## src/rtl/lzwd_pkg.sv

```systemverilog
package lzwd_pkg;
    localparam int unsigned SYM_W      = 9;
    localparam int unsigned CODE_W     = 12;
    localparam int unsigned ROOT_MAX   = 257;
    localparam int unsigned FIRST_NODE = 258;
    localparam int unsigned FILL_SYM   = 65;
    localparam int unsigned MAX_OUT    = 64;
    localparam int unsigned OCNT_W     = 7;
endpackage

```

## src/rtl/lzwd_front.sv

```systemverilog
module lzwd_front
    import lzwd_pkg::*;
#(
    parameter int unsigned AW = 12
) (
    input  logic          aclk,
    input  logic          aresetn,
    input  logic          s_valid,
    output logic          s_ready,
    input  logic [CODE_W-1:0] s_code,
    output logic          q_valid,
    input  logic          q_ready,
    output logic [AW-1:0] q_code
);
    // two entry queue of codes wrapped to the tree size
    logic [AW-1:0] slot_reg [2];
    logic [1:0]    cnt_reg;
    logic          rd_reg;
    logic          wr_reg;
    logic [AW-1:0] wrapped;
    logic          push;
    logic          pop;

    // low address bits of the zero-extended code
    assign wrapped = AW'({{AW{1'b0}}, s_code});

    assign s_ready = (cnt_reg != 2'd2);
    assign q_valid = (cnt_reg != 2'd0);
    assign q_code  = slot_reg[rd_reg];
    assign push    = s_valid && s_ready;
    assign pop     = q_valid && q_ready;

    always_ff @(posedge aclk) begin
        if (!aresetn) begin
            cnt_reg <= '0;
            rd_reg  <= 1'b0;
            wr_reg  <= 1'b0;
        end else begin
            if (push) begin
                wr_reg <= ~wr_reg;
            end
            if (pop) begin
                rd_reg <= ~rd_reg;
            end
            cnt_reg <= cnt_reg + {1'b0, push} - {1'b0, pop};
        end
    end

    always_ff @(posedge aclk) begin
        if (push) begin
            slot_reg[wr_reg] <= wrapped;
        end
    end
endmodule

```

## config.mk

```make
export PLATFORM = sky130hd
export DESIGN_NAME = lzwd_front
export DESIGN_NICKNAME = d
export VERILOG_FILES = /design/src/rtl/lzwd_pkg.sv /design/src/rtl/lzwd_front.sv
export SDC_FILE = /design/constraint.sdc
export NUM_CORES = 1
export LEC_CHECK = 0
export ABC_AREA = 1
export BUFFER_PORTS_ARGS = -buffer_cell sky130_fd_sc_hd__buf_2
export CAP_MARGIN = 10
export CORE_ASPECT_RATIO = 1.2
export CORE_MARGIN = 2
export CORE_UTILIZATION = 41
export DETAILED_ROUTE_END_ITERATION = 6
export PLACE_DENSITY = 0.69
export RECOVER_POWER = 100
export SKIP_LAST_GASP = 1
export SLEW_MARGIN = 5
export SYNTH_ARGS = -nofsm -noshare
export SYNTH_HDL_FRONTEND = slang
export SYNTH_SLANG_ARGS = --single-unit
```

## constraint.sdc

```tcl
create_clock -name aclk -period 1.6 [get_ports aclk]
set_input_delay 0.32 -clock aclk [delete_from_list [all_inputs] [get_ports aclk]]
set_output_delay 0.32 -clock aclk [all_outputs]
set_load 0.02 [all_outputs]
```

Word-level counts from Yosys, hierarchy flattened
Memories as Yosys holds them, arrays and structs flattened. A register that Yosys moved wholly into a read port is not among the register bits.
Cells that the tools add are included.
{ "classes": {"add_sub_neg": 2, "n_eq_ne": 1, "mux": 4, "bitwise": 2, "reduce_logical": 3} }
{ "op_table": {"columns": ["operator", "count"], "rows": [
  ["2-to-1 mux 1 bit", 4],
  ["adder 2 x 1 -> 2 bit", 1],
  ["logical AND 1 bit", 2],
  ["!= test 2 bit (second input constant)", 1],
  ["NOT 1 bit", 2],
  ["nonzero test 2 bit", 1],
  ["subtractor 2 x 1 -> 2 bit", 1]
]} }
{ "totals": {"regBits": 4, "ram_bits": 24, "inputBits": 16, "output_inout_bits": 14, "word_cells": 16, "n_memories": 1} }
{ "memory_table": {"columns": ["name", "depth", "word_bits", "rd", "rd_ports_with_merged_regs", "wr", "line", "text"], "rows": [
  ["slot_reg", 2, 12, 1, 1, 1, "lzwd_front.sv:16", "logic [AW-1:0] slot_reg [2];"]
]} }

Longest topological paths before layout
Gate-level depths: netlist of run 1.
{ "depth": {"word_depth": 4, "depth_mapped": 11} }

Worst setup path after synthesis of run 1
No wires, ideal clock.
{ "synth_path": {"kind": "register -> register", "startpoint": "register cnt_reg[0]", "endpoint": "memory slot_reg[0][0], enable pin", "setup_ns": 0.380, "arrival_ns": 1.237, "t_required_ns": 1.220, "slack_ns": -0.018, "path_stages_with_launch": 5, "n_path_buf": 0, "period_less_slack_ns": 1.618, "path_cell_list": "dfxtp_1 inv_1 nand2_1 nand2_1 nor2_1"} }
{ "synth_via": {"elab_chain_cells": 4} }
{ "synth_lines": {"columns": ["item", "line", "text"], "rows": [
  ["from (decl)", "lzwd_front.sv:17", "logic [1:0] cnt_reg;"],
  ["from (signal assigned)", "lzwd_front.sv:45", "cnt_reg <= cnt_reg + {1'b0, push} - {1'b0, pop};"],
  ["!= test 2 bit", "lzwd_front.sv:27", "assign s_ready = (cnt_reg != 2'd2);"],
  ["named net s_ready", "lzwd_front.sv:9", "output logic s_ready,"],
  ["logical AND 1 bit", "lzwd_front.sv:30", "assign push = s_valid && s_ready;"],
  ["2-to-1 mux 1 bit", "lzwd_front.sv:50", "if (push) begin"],
  ["2-to-1 mux 1 bit (implied by the code)", "lzwd_front.sv:51", "slot_reg[wr_reg] <= wrapped;"],
  ["to (decl)", "lzwd_front.sv:16", null]
]} }
The timed path passes the listed nets, and every way through them passes these cells.

==> results.yml, run 1 <==
critical_path:
  rr_endpoint: "cnt_reg[1]"
  worstSetupEndpointType: "output port"
  crit_path_cell_trace: "buf_12 > mux2_4 > buf_6"
  rrSetupSlack_ns: 0.09
  worst-path-max-fanout: 6
  worst-endpoint-arrival_ns: 1.28
  path_class: "flop to output port"
  cp_slowest_cell: "dfxtp_4"
  cp-start-kind: "flop"
  slowest_delay_ns: 0.39
  worstReg2RegStart: "cnt_reg[0]"
  critPathRequiredTime_ns: 1.28
  reg2reg_depth: 10
layout:
  drive_gt1_share_pct: 40.2
  fin_cells: 146
  fin_nets: 129
  largest_reg_flops: 24
  antennaDiodeCount: 0
  area_delta_synth_final_pct: 32.1
placed_design:
  gp_congestion: 0.623
  dp.final_hpwl_um: 1230
  post-place-ws_ns: 0.0713
  placed_cells: 137
  port_buffers: 29
drt:
  drc_errors: 0
  drt_iter0_markers: 14
  wire_per_inst_um: 11.9
  first_pass_iters: 3
  num_vias: 676
  wl_um: 1740
  ant_nets: 0
  vias_per_cell: 4.63
pwr:
  power.density_mw_per_mm2: 1580
  power.leakage_nw: 0.628
  ir_worst_vdd_mv: 0.940
yosys:
  synth_area_mm2: 0.00114
  synth_top_area_cell: "edfxtp_1"
  synth.avg_cell_area_um2: 15.7
  yosys_register_bits: 29
  ys_types: 11
  synth_edf_count: 24
  ys_top_cells_by_count: "24 x edfxtp_1, 10 x mux2_4, 9 x nand2_1, 8 x nor2_1, 7 x inv_1"
  seq_area_frac_synth_pct: 71.7
  synthTopCellsByArea: "edfxtp_1 63%, mux2_4 13%, dfxtp_1 8.7%, nand2_1 3.0%, nor2_1 2.6%"
  syn-instance-count: 73
  synth_top_area_share_pct: 63.0
  yosys.cell_count.top_type: "edfxtp_1"
  synthArstFlopShare_pct: 0
  synth_flop_cell: "edfxtp_1"
  yosys_warnings: 0
  synth_nets: 91
cts:
  clkTransAtPathRegs_ns: 0.08
  cts_tree: "built"
  clock_latency_ns: 0.32
  clk_path_buf_depth: 2
  ctsRootBufferMaster: "clkbuf_4"
  numClockSinks: 29
  cts_setup_buffers: 0
  cts_buffers: 5
  holdBufCountCts: 0
  cts_htree_levels: 2
sta:
  worst_clock_skew_ns: 0.00581
  rsz0062_at_grt: "yes"
  final-hold-violation-count: 0
  max_freq_mhz: 626
  drv_slew: 0
  setup_viol: 0
  slew_headroom_pct: 69.0
  period_share_pct: 99.9
  tightest_slew_ns: 0.464
  min_period_ns: 1.60
  setup_slack_ns: 0.00137
floorplanning:
  coreArea_mm2: 0.00273
  initial_core_util_pct: 41.9
  die_y_um: 61.9
  die_w_um: 52.2
  dieArea_mm2: 0.00323
  ioPinCount: 30
  rows: 21
global_route:
  antenna_found_initial: 0
  grt_pass1_wl_um: 2730
  grt_max_degree: 13
  gr-total-overflow: 0
  track_usage_pct: 12.7
  grt_pass1_vias: 644
job:
  cap_violations: 0
worst_hold_path:
  whs_endpoint: "slot_reg[1][11]"
  whs_path_depth: 1
  worstHoldPathType: "primary input to flop"
  min_from: "s_code[11]"
outcome:
  outcome: "finished, final reports clean"
[layout make-up]
| class | instances | area (um2) |
|---|---|---|
| fill | 238 | 1220 |
| multi-input combinational | 36 | 297 |
| clock buffer | 6 | 51.3 |
| inverter | 7 | 26.3 |
| clock inverter | 2 | 8.76 |
| tap | 34 | 42.5 |
| timing repair buffer | 32 | 262 |
| sequential | 29 | 826 |
[routing by layer]
layer | global-route usage, % | vias up | wire length (um)
met3 | 7.66 | 7 | 152
met2 | 21.2 | 25 | 888
met4 | 7.69 | 0 | 42
met5 | 0 | - | 0
met1 | 11.9 | 310 | 658
li1 | - | 334 | -
[cell usage in the layout (no fill, tap or decap), drive strengths merged]
cell type / count
a21oi: 2
buf: 22
clkbuf: 16
clkinv: 2
dfxtp: 5
edfxtp: 24
ha: 2
inv: 7
mux2: 12
nand2: 9
nand3: 3
nor2: 8
[critical path, delay by kind of cell (launching register included)]
family / cells / cell delay, ns
buffers and inverters: 2 / 0.26
muxes: 1 / 0.30
DFF: 1 / 0.39
[timing repair]
| action | CTS | global route |
|---|---|---|
| pin swaps | 0 | 0 |
| gates resized for setup | 29 | 2 |
| setup endpoints to repair | 12 | 13 |
| cloned | 1 | 0 |
[logic make-up (layout without fill, tap and decap cells)]
family	count (synthesis)	after routing	synth area share (%)
buffers and inverters	8	47	3.28
adders and majority gates	2	2	2.19
muxes	12	12	15.1
DFF	29	29	71.7
AOI/OAI and AO/OA	2	2	0.874
and+or+nand+nor	20	20	6.88
[report_power, final]
group / internal, mW / total [mW] / switching, mW
registers: 0.971 / 1.04 / 0.0648
clock network: 0.206 / 0.439 / 0.233
logic: 0.470 / 0.919 / 0.449
[metrics by stage]
step / total power, mW / utilization [%] / cell area [um2] / hold slack (ns) / TNS, ns
floorplan: 1.58 / - / 1150 / 0.413 / 0
global placement: 1.78 / 49.5 / 1350 / 0.489 / 0
detailed placement: 1.80 / 49.5 / 1350 / 0.494 / 0
CTS: 2.44 / 55.8 / 1530 / 0.163 / -0.252
global route: 2.55 / 55.4 / 1510 / 0.149 / -0.713
finish: 2.39 / 55.4 / 1510 / 0.185 / 0
[how the worst max path moves through the flow]
stage               startpoint         end  cells after the start
finish                    flop  q_code[11]                      3
global route              flop  q_code[11]                      3
CTS                       flop  q_code[11]                      3
detailed placement  cnt_reg[0]  cnt_reg[1]                     10
global placement    cnt_reg[0]  cnt_reg[1]                     10
floorplan           cnt_reg[0]  cnt_reg[1]                     10
Note: power is estimated with default switching activity, not from simulation.
==> run 2: changes to the inputs <==
Settings changed: ABC_AREA 1 to not set.
==> results.yml, run 2 <==
floorplanning:
  dieArea_mm2: 0.00311
  die_y_um: 60.7
  rows: 20
  ioPinCount: 30
  die_w_um: 51.3
  initial_core_util_pct: 43.0
  coreArea_mm2: 0.00255
critical_path:
  worstSetupEndpointType: "output port"
  critPathRequiredTime_ns: 1.28
  rr_endpoint: "cnt_reg[1]"
  worst-endpoint-arrival_ns: 1.26
  reg2reg_depth: 7
  rrSetupSlack_ns: 0.04
  cp-start-kind: "flop"
  worstReg2RegStart: "cnt_reg[0]"
  worst-path-max-fanout: 6
  path_class: "flop to output port"
sta:
  tightest_slew_ns: 0.322
  drv_slew: 0
  max_freq_mhz: 633
  tns_ns: 0
  period_share_pct: 98.7
  final-hold-violation-count: 0
  min_period_ns: 1.58
  rsz0062_at_grt: "yes"
  worst_clock_skew_ns: 0.00865
  slew_headroom_pct: 78.5
  setup_viol: 0
yosys:
  synth_top_family_by_area: "multiplexers"
  yosys_warnings: 0
  seq_area_frac_synth_pct: 74.7
  synthAdderAreaFrac_pct: 2.28
  synthArstFlopShare_pct: 0
  synth-compound-area-share_pct: 0.797
  yosys_register_bits: 29
  yosys.cell_count.top_type: "edfxtp_1"
  synth_area_mm2: 0.00110
  synthSimpleGateAreaFrac_pct: 5.58
  synthTopCellsByArea: "edfxtp_1 66%, mux2_2 12%, dfxtp_1 9.1%, xnor2_1 2.4%, ha_1 2.3%"
  synth_top_area_cell: "edfxtp_1"
  syn-instance-count: 61
  synth_nets: 79
  ys_types: 16
  synth.avg_cell_area_um2: 18.0
  synth_xor_area_share_pct: 2.39
  synth_flop_cell: "edfxtp_1"
  synth_top_area_share_pct: 65.6
  ys_top_cells_by_count: "24 x edfxtp_1, 12 x mux2_2, 5 x dfxtp_1, 3 x xnor2_1"
  synthMuxAreaShare_pct: 13.2
  synth_edf_count: 24
job:
  cap_violations: 0
cts:
  numClockSinks: 29
  clk_path_buf_depth: 2
  clkTransAtPathRegs_ns: 0.08
  ctsRootBufferMaster: "clkbuf_4"
  cts_tree: "built"
  holdBufCountCts: 0
  cts_buffers: 5
  cts_htree_levels: 2
  clock_latency_ns: 0.31
layout:
  nFillCells: 215
  final_cell_mix: "24 x edfxtp_1, 14 x buf_6, 12 x mux2_4, 9 x clkbuf_1, 8 x buf_2"
  mostFrequentLayoutCell: "edfxtp_1"
  area_delta_synth_final_pct: 41.0
  antennaDiodeCount: 0
  fin_nets: 121
  largest_reg_flops: 24
  drive_gt1_share_pct: 53.8
  design_area_mm2: 0.00155
drt:
  num_vias: 634
  drt_iter0_markers: 3
  wire_per_inst_um: 13.0
  first_pass_iters: 3
  drc_errors: 0
  wl_um: 1790
  vias_per_cell: 4.63
  ant_nets: 0
placed_design:
  dp.final_hpwl_um: 1180
  gp_congestion: 0.573
  port_buffers: 29
  placed_area_mm2: 0.00132
worst_hold_path:
  whs_path_depth: 1
  min_from: "s_code[0]"
  worstHoldPathType: "primary input to flop"
  whs_endpoint: "slot_reg[1][0]"
pwr:
  power.leakage_nw: 0.611
  ir_worst_vdd_mv: 0.898
  power.density_mw_per_mm2: 1580
global_route:
  antenna_found_initial: 0
  gr-total-overflow: 0
  grt_pass1_vias: 624
  grt_pass1_wl_um: 2600
  track_usage_pct: 12.6
  grt_max_degree: 13
outcome:
  outcome: "finished, final reports clean"
[run 2: area by class of cell]
type                       instances  area, um2  share of cell area, %
clock buffer                       6       51.3                   3.31
clock inverter                     2       8.76                  0.565
inverter                           1       3.75                  0.242
multi-input combinational         30        350                   22.6
sequential                        29        830                   53.6
tap                               33       41.3                   2.67
timing repair buffer              36        264                   17.0
[run 2: what timing repair did]
item	CTS	global route
setup buffers	0	2
pin swaps	3	2
gates cloned	1	0
endpoints found under the setup margin	13	13
resized for setup	35	14
[run 2: worst max path at each step]
stage / slack (ns) / to / from / cells after the start
floorplan: 0.02 / cnt_reg[1] / cnt_reg[0] / 8
global placement: 0.05 / cnt_reg[1] / cnt_reg[1] / 7
detailed placement: -0.03 / cnt_reg[1] / cnt_reg[1] / 7
CTS: -0.02 / q_code[2] / flop / 3
global route: -0.04 / q_code[7] / flop / 3
finish: 0.02 / q_code[2] / flop / 3
[run 2: routing by layer]
layer  up-vias  share of wire (%)  track usage (%)
li1        310                  -                -
met1       294                 36             11.0
met2        26                 55             23.4
met3         4                7.5             6.16
met4         0                1.3             6.77
met5         -                  0                0
[run 2: cell families (layout without fill, tap and decap cells)]
logic type / Yosys count / in the layout
flops: 29 / 29
mux: 13 / 13
simple gates: 11 / 11
xor+xnor: 3 / 3
fa+ha+maj: 2 / 2
buf+inv: 2 / 45
compound gates: 1 / 1
[run 2: where the power goes]
group	total (mW)	leakage [nW]	switching (mW)	internal [mW]
registers	1.04	0.267	0.0651	0.971
logic	0.982	0.308	0.439	0.543
clock network	0.427	0.0357	0.220	0.206
[run 2: metrics by stage]
step | util (%) | worst slack, ns | power (mW) | instances | hold slack, ns
floorplan | - | 0.0163 | 1.52 | 61 | 0.419
global placement | 51.5 | 0.0472 | 1.71 | 126 | 0.468
detailed placement | 51.5 | -0.0269 | 1.73 | 126 | 0.480
CTS | 58.4 | -0.0159 | 2.36 | 135 | 0.176
global route | 60.7 | -0.0384 | 2.59 | 137 | 0.159
finish | 60.7 | 0.0201 | 2.45 | 137 | 0.187
[run 2: critical path, cell delays in order, from the launching register on]
cell     delay (ns)
dfxtp_2        0.36
buf_6          0.15
mux2_4         0.31
buf_6          0.13
==> run 3: changes to the inputs <==
Settings changed: CORE_ASPECT_RATIO 1.2 to 1.75.
==> results.yml, run 3 (synthesized netlist as in run 2, its figures left out) <==
sta:
  tns_ns: 0
  min_period_ns: 1.56
  rsz0062_at_grt: "yes"
  setup_slack_ns: 0.0427
  period_share_pct: 97.3
  slew_headroom_pct: 87.9
  tightest_slew_ns: 0.180
  final-hold-violation-count: 0
  drv_slew: 0
  max_freq_mhz: 642
  setup_viol: 0
  worst_clock_skew_ns: 0.00284
drt:
  first_pass_iters: 3
  drc_errors: 0
  vias_per_cell: 4.91
  ant_nets: 0
  wl_um: 1780
  drt_iter0_markers: 13
  wire_per_inst_um: 13.8
  num_vias: 634
floorplanning:
  rows: 24
  dieArea_mm2: 0.00313
  ioPinCount: 30
  die_y_um: 72.5
  coreArea_mm2: 0.00252
  die_w_um: 43.1
  initial_core_util_pct: 43.6
critical_path:
  worst-path-max-fanout: 3
  crit_path_start: "cnt_reg[1]"
  worstReg2RegStart: "cnt_reg[1]"
  crit_path_cell_trace: "o21a_4 > ha_4 > inv_1 > ha_2 > xnor2_2 > xnor2_1 > and2_1"
  worst-endpoint-arrival_ns: 1.72
  worstSetupEndpointType: "flop"
  path_class: "flop to flop"
  reg2reg_depth: 7
  cp_num_buf_inv: 1
  cp-start-kind: "flop"
  critPathTopFamily: "adder cells"
  critPathRequiredTime_ns: 1.76
  cp_slowest_cell: "dfxtp_4"
  slowest_delay_ns: 0.36
  crit_cells: 7
placed_design:
  post-place-ws_ns: -0.0159
  gp_congestion: 0.602
  placed_area_mm2: 0.00131
  port_buffers: 29
  placed_cells: 119
  dp.final_hpwl_um: 1240
worst_hold_path:
  min_from: "s_code[9]"
  worstHoldPathType: "primary input to flop"
  whs_path_depth: 1
layout:
  largest_reg_flops: 24
  fin_cells: 129
  design_area_mm2: 0.00144
  nFillCells: 225
  antennaDiodeCount: 0
  final_cell_mix: "24 x buf_2, 24 x edfxtp_1, 12 x mux2_2, 8 x clkbuf_1, 5 x clkbuf_8"
  drive_gt1_share_pct: 55.3
  fin_nets: 120
  area_delta_synth_final_pct: 31.1
global_route:
  track_usage_pct: 12.3
  grt_pass1_wl_um: 2690
  grt.busiest_layer: "met2"
  antenna_found_initial: 0
  grt_pass1_vias: 662
  use_met1_pct: 9.65
  use_met2_pct: 21.9
  grtUsageMet3_pct: 6.72
  gr-total-overflow: 0
  grt_max_degree: 13
outcome:
  outcome: "finished, final reports clean"
cts:
  cts_tree: "built"
  clock_latency_ns: 0.27
  clk_path_buf_depth: 2
  cts_buffers: 5
  ctsRootBufferMaster: "clkbuf_8"
  numClockSinks: 29
  cts_htree_levels: 2
  clkTransAtPathRegs_ns: 0.05
pwr:
  power.density_mw_per_mm2: 1630
  ir_worst_vdd_mv: 0.815
  power.leakage_nw: 0.554
  p_total_mw: 2.35
job:
  cap_violations: 0
run 3: cell count changes in the layout (fill, tap and decap cells not counted), sizes merged:
cell and change:
buf +6, clkbuf -5, clkinv -2
run 3: metrics by stage:
stage                     hold WS [ns]  util [%]
final                            0.238      57.1
after global routing             0.222      57.1
after CTS                        0.229      56.0
after detailed placement         0.485      51.8
after global placement           0.471      51.8
after floorplan                  0.419         -
run 3: power by group:
| part | switching, mW | leakage, nW | internal [mW] |
|---|---|---|---|
| Sequential | 0.0580 | 0.267 | 0.968 |
| Combinational | 0.403 | 0.248 | 0.385 |
| Clock | 0.229 | 0.0395 | 0.307 |
| Total | 0.691 | 0.554 | 1.66 |
run 3: worst paths after layout:
kind | to | slack (ns)
worst max-delay path | cnt_reg[1] | 0.04
worst max register to register | cnt_reg[1] | 0.04
worst min register to register | wr_reg | 0.49
worst min-delay path | slot_reg[1][9] | 0.24
run 3: per-layer routing:
layer	wire [um]	up-vias
met1	587	299
met2	1020	24
li1	-	306
met5	0	-
met3	130	5
met4	46	0
run 3: cell type report:
cell class                 instances  area (um2)  area share [%]
timing repair buffer              35         191            13.3
multi-input combinational         30         305            21.2
sequential                        29         827            57.4
inverter                           1        3.75           0.261
clock buffer                       8        80.1            5.56
tap                               26        32.5            2.26
run 3: timing repair:
item,in CTS,in global routing
setup endpoints to repair,13,13
pin swaps,2,2
hold buffers,0,0
gates cloned,0,1
buffers inserted,1,0
gates resized for setup,6,7
